$ cat src/hdl/tecx_pkg.sv
// types, constants and helpers of the thermal elastic correction block
package tecx_pkg;

    // field widths
    localparam int XS_W    = 32;
    localparam int FRAC_W  = 17;
    localparam int TV_W    = 20;
    localparam int TIDX_W  = 6;
    localparam int E_W     = 45;
    localparam int AW_W    = 24;
    localparam int KT_W    = 32;

    // internal widths
    localparam int A2Q_W   = 25;   // a2 in Q.16, bounded in the thermal region
    localparam int AQ_W    = 17;   // sqrt of a2 in Q.16 below the wide threshold
    localparam int DVD_W   = 57;   // elastic correction dividend
    localparam int DVS_W   = 26;   // elastic correction divisor
    localparam int Q_W     = 32;   // elastic correction quotient

    localparam logic [FRAC_W-1:0] FRAC_ONE  = 17'd65536;
    localparam logic [A2Q_W-1:0]  A2Q_WIDE  = 25'd262144;  // a2 = 4.0
    localparam logic [DVS_W-1:0]  A2Q_HALF  = 26'd32768;   // 0.5
    localparam logic [8:0]        THERM_LIM = 9'd500;
    localparam logic [4:0]        TBL_SCALE = 5'd25;

    // item queue between front and back
    localparam int QUEUE_DEPTH = 4;
    localparam int QUEUE_AW    = 2;

    // configuration register indexes
    localparam int CFG_IDX_W = 2;
    localparam logic [CFG_IDX_W-1:0] REG_ATOM_WEIGHT = 2'd0;
    localparam logic [CFG_IDX_W-1:0] REG_KT          = 2'd1;
    localparam logic [CFG_IDX_W-1:0] REG_URR         = 2'd2;

    localparam logic [AW_W-1:0] ATOM_WEIGHT_RST = 24'd32768;
    localparam logic [KT_W-1:0] KT_RST          = 32'd25300;

    // what the back does with an item
    typedef enum logic [2:0] {
        K_LOAD,
        K_SKIP,
        K_PLAIN,
        K_NARROW,
        K_WIDE
    } t_kind;

    typedef struct packed {
        logic [AW_W-1:0] atom_weight;
        logic [KT_W-1:0] kt;
        logic            urr;
    } t_cfg;

    typedef struct packed {
        t_kind             kind;
        logic [XS_W-1:0]   abs_xs;
        logic [XS_W-1:0]   el_xs;
        logic [XS_W-1:0]   inel_xs;
        logic [A2Q_W-1:0]  a2q;
        logic [TIDX_W-1:0] tbl_index;
        logic [TV_W-1:0]   tbl_value;
    } t_work;

    typedef struct packed {
        logic [XS_W-1:0] abs_xs;
        logic [XS_W-1:0] el_xs;
        logic [XS_W-1:0] inel_xs;
        logic            skipped;
        logic            adjusted;
    } t_result;

    // a fraction above one counts as one
    function automatic logic [FRAC_W-1:0] clamp_frac(input logic [FRAC_W-1:0] f);
        return (f > FRAC_ONE) ? FRAC_ONE : f;
    endfunction

endpackage

$ cat src/hdl/tecx_queue.sv
// short item queue between the front and the back
module tecx_queue (
    input  logic             i_clk,
    input  logic             i_rst_n,
    input  logic             i_push,
    input  tecx_pkg::t_work  i_data,
    output logic             o_full,
    input  logic             i_pop,
    output tecx_pkg::t_work  o_data,
    output logic             o_empty
);
    import tecx_pkg::*;

    t_work               r_mem [0:QUEUE_DEPTH-1];
    logic [QUEUE_AW-1:0] r_wr, r_rd;
    logic [QUEUE_AW:0]   r_count;

    assign o_full  = (r_count == (QUEUE_AW+1)'(QUEUE_DEPTH));
    assign o_empty = (r_count == '0);
    assign o_data  = r_mem[r_rd];

    // pointers and fill count
    always_ff @(posedge i_clk) begin
        if (!i_rst_n) begin
            r_wr    <= '0;
            r_rd    <= '0;
            r_count <= '0;
        end else begin
            if (i_push) begin
                r_wr <= r_wr + 1'b1;
            end
            if (i_pop) begin
                r_rd <= r_rd + 1'b1;
            end
            if (i_push && !i_pop) begin
                r_count <= r_count + 1'b1;
            end else if (!i_push && i_pop) begin
                r_count <= r_count - 1'b1;
            end
        end
    end

    // storage
    always_ff @(posedge i_clk) begin
        if (i_push) begin
            r_mem[r_wr] <= i_data;
        end
    end

endmodule

$ cat config.mk
export PLATFORM = sky130hd
export DESIGN_NAME = tecx_queue
export DESIGN_NICKNAME = d
export VERILOG_FILES = /design/src/hdl/tecx_pkg.sv /design/src/hdl/tecx_queue.sv
export SDC_FILE = /design/constraint.sdc
export NUM_CORES = 1
export LEC_CHECK = 0
export ABC_AREA = 1
export BUFFER_PORTS_ARGS = -buffer_cell sky130_fd_sc_hd__buf_2
export CORE_UTILIZATION = 50
export DETAILED_ROUTE_END_ITERATION = 10
export PLACE_DENSITY = 0.71
export SLEW_MARGIN = 10
export SYNTH_ARGS = -nofsm -noshare
export SYNTH_HDL_FRONTEND = slang
export SYNTH_SLANG_ARGS = --single-unit
$ cat constraint.sdc
create_clock -name i_clk -period 5.1 [get_ports i_clk]
set_clock_uncertainty 0.1 [all_clocks]
set_input_delay 1.02 -clock i_clk [delete_from_list [all_inputs] [get_ports i_clk]]
set_output_delay 1.02 -clock i_clk [all_outputs]
set_load 0.05 [all_outputs]
==> metrics list <==
- Setup total negative slack on the finished layout was measured at 0 ns.
- Htree depth: 2
- Row generation in the floorplan step produced 77 rows.
- Path category of the worst min-delay check: register to register
- From synthesis to final layout, the design area changed by 17.14%.
- Drt via density: 5.568
* GRT Overall Usage: about a fifth
- TritonCTS sink count: between 600 and 700
- The number of antenna violations at the first check in global routing is 10.
* Clock slew at reported path FFs: around 0.060 ns
* Violation count after the first detailed-routing iteration: 1,137
- Count of unique library cells instantiated by Yosys: 21
- Detailed routing inserted a total of roughly 14,000 vias.
- Ratio of cells with drive above 1 in the final layout: around 22%
* Least setup slack across all paths after layout: ~1.1 ns
* Sum of routed wire length over all layers: 47,790 um
* Final worst-path cycle share: 78.85%
- The share of the Yosys chip area taken by registers is between 80 and 90%.
- Post-CTS sizing: 0
* Clock Tree Buf Depth: 3
- The worst pin sits at a relative slew slack of a little under a third.
* Pwr Density: about 430 nW/um2
* Post-cts hold buffer count: 0
- Routability congestion estimate from global placement: 0.7405
* Total of buffers placed on input and output ports: approximately 300
- Number of hold violations in the final report: 0
- The number of nets in the synthesized netlist is around 1,700.
- Worst setup path category: register to output port
- Dividing the detail-routed wire length by the instance count gives slightly below 20 um.
- TritonCTS Buffers: 59
* Most area-consuming cells after synthesis: edfxtp_1 80%, nor2_1 5.1%, o22ai_1 4.2%, o21ai_0 3.5%, o21ai_1 3.3%
* Category of the worst setup path capture point: output port
- Fill cells in the final layout number between 3,000 and 4,000.
- Including well taps, the total number of placed cells is approximately 2,300.
- Num ports: between 300 and 400
- Signal arrival time at the worst endpoint: 2.90 ns
* Maximum vdd drop: 338.3 uV
- Number of max-slew violations in the final report: 0
* Number of nets with antenna violations after routing: 0
- In this run the worst path has a maximum fanout of between 100 and 150.
- Top-area cell type share of the netlist area: roughly four fifths
- Clock tree from TritonCTS: yes
* Setup bufs post-CTS: 0
- Post-layout minimum cycle time: 4.022 ns
* Maximum achievable frequency: ~250 MHz
- The net count of the finished layout is 1,953.
- For this run, design rule violations remaining after detail routing come to 0.
- Startpoint Class: register
* Core Area: around 44,000 um2
- For the pin with the worst max-slew slack, the measured transition is 1.029 ns.
- The synthesized design spends more area on one cell type than any other, namely edfxtp_1.
- After synthesis the cells add up to roughly 23,000 um2.
- In this run, synthesis produced a sequential element count of 609.
- The via count of the first global-routing pass is 13,480.
* Die span in x: about 210 um
- After legalization and detailed placement, the total HPWL measured roughly 26,000 um.
- The first global-routing pass estimated between 70,000 and 80,000 um of wire.
* Clock latency on the worst-skew pair: 0.59 ns
* Gate count after technology mapping: around 1,500
- Leakage power: slightly above 9 nW
- Prior to clock tree synthesis, the placed netlist has a worst setup slack of ~1.8 ns.
- For this configuration, the core starts out at a cell density of 50.84%.
* Syn Area/Cell: ~15 um2
- Final setup violating endpoints: 0
- Congestion Overflow GR: 0
* Final standard cell count with taps included and fillers excluded: approximately 2,400
- From bottom edge to top edge, the die measures approximately 210 um.
* Unrepaired setup endpoints after global routing: no
- STA puts the critical path data required time at between 3 and 4 ns.
- Largest net degree at the start of global routing: about 180
- Status: completed
- DR pass1 iterations: 5
- Number of max-cap violations: 0
- Synthesis warning total: 0
* Root Buffer: clkbuf_16
* Die footprint: roughly 46,000 um2
flip-flops by register name (all words and copies together), names as in the netlist, named ones only:
register,cells
r_wr,2
r_count,3
r_rd,2
r_mem,600
critical path, cell delays in order, from the launching register on:
cell,delay (ns)
dfxtp_4,0.43
inv_8,0.55
buf_12,0.41
o21ai_1,0.10
o22ai_1,0.29
buf_2,0.33
cells in the mapped netlist, drive strengths merged:
library cell,instances
nor2,305
fa,1
ha,5
dfxtp,9
nand3,1
nand2,9
nand4,1
a21oi,4
nor3,2
edfxtp,600
buf,68
clkbuf,30
o22ai,150
o21ai,306
inv,17
final cells by class:
type | count | area, um2 | share of cell area, %
Clock buffer | 80 | 1598 | 6.054
Timing Repair Buffer | 322 | 1754 | 6.647
Multi-Input combinational cell | 784 | 3772 | 14.29
Clock inverter | 25 | 217.7 | 0.8249
Sequential cell | 609 | 18210 | 68.98
Antenna cell | 4 | 10.01 | 0.03793
Inverter | 17 | 93.84 | 0.3556
Tap cell | 592 | 740.7 | 2.807
cell usage in the layout, fill, tap and decap left out:
cell,instances
buf_12,8
inv_1,11
clkinv_2,9
o21ai_0,156
clkinv_1,10
fa_1,1
o21ai_1,150
buf_4,9
dfxtp_1,7
diode_2,4
bufinv_16,4
inv_8,1
inv_4,1
inv_6,4
nand4_1,1
ha_1,5
nor3_1,2
nor2_1,305
clkbuf_16,61
edfxtp_1,600
o22ai_1,150
clkbuf_1,19
a21oi_1,4
nand3_1,1
clkinvlp_4,2
buf_2,305
dfxtp_4,2
nand2_1,9
logic make-up after synthesis:
| kind of cell | after synthesis | share of synthesized area, % |
|---|---|---|
| AO/OA/AOI/OAI | 460 | 11.05 |
| flip-flops | 609 | 80.77 |
| AND/OR/NAND/NOR | 318 | 5.326 |
| adder cells (fa/ha/maj) | 6 | 0.3665 |
| buffers and inverters | 115 | 2.482 |
per-layer routing:
| layer | vias to the layer above | share of wire [%] | GRT usage [%] |
|---|---|---|---|
| met2 | 449 | 48 | 33.53 |
| met4 | 12 | 2.7 | 8.095 |
| met5 | - | 0.16 | 0 |
| met1 | 6680 | 41 | 26.63 |
| li1 | 6307 | - | - |
| met3 | 99 | 8.0 | 5.532 |
report_power, final:
group          internal (mW)  switching, mW  leakage [nW]
Clock                   2.38           1.71         0.882
Sequential              5.73         0.0500          5.59
Combinational          0.317           1.18          2.66
Total                   8.42           2.94          9.12
final timing paths:
kind | startpoint | to | slack (ns) | cells after the start
min reg2reg | r_rd[1] | register | 0.33 | 1
max | register | o_data[59] | 1.08 | 5
max reg2reg | r_wr[0] | r_mem[2][50] | 2.74 | 5
min | r_rd[1] | register | 0.33 | 1
through the flow:
stage | power [mW] | instance area (um2) | hold WS, ns | utilization [%]
finish | 11.36 | 26390 | 0.3345 | 59.55
global route | 11.72 | 26390 | 0.3732 | 59.55
CTS | 11.45 | 26380 | 0.3387 | 59.53
detailed placement | 7.382 | 24570 | 0.3205 | 55.43
global placement | 7.353 | 24570 | 0.3222 | 55.43
floorplan | 6.952 | 22530 | 0.3115 | -
Note: power is estimated with default switching activity, not from simulation.
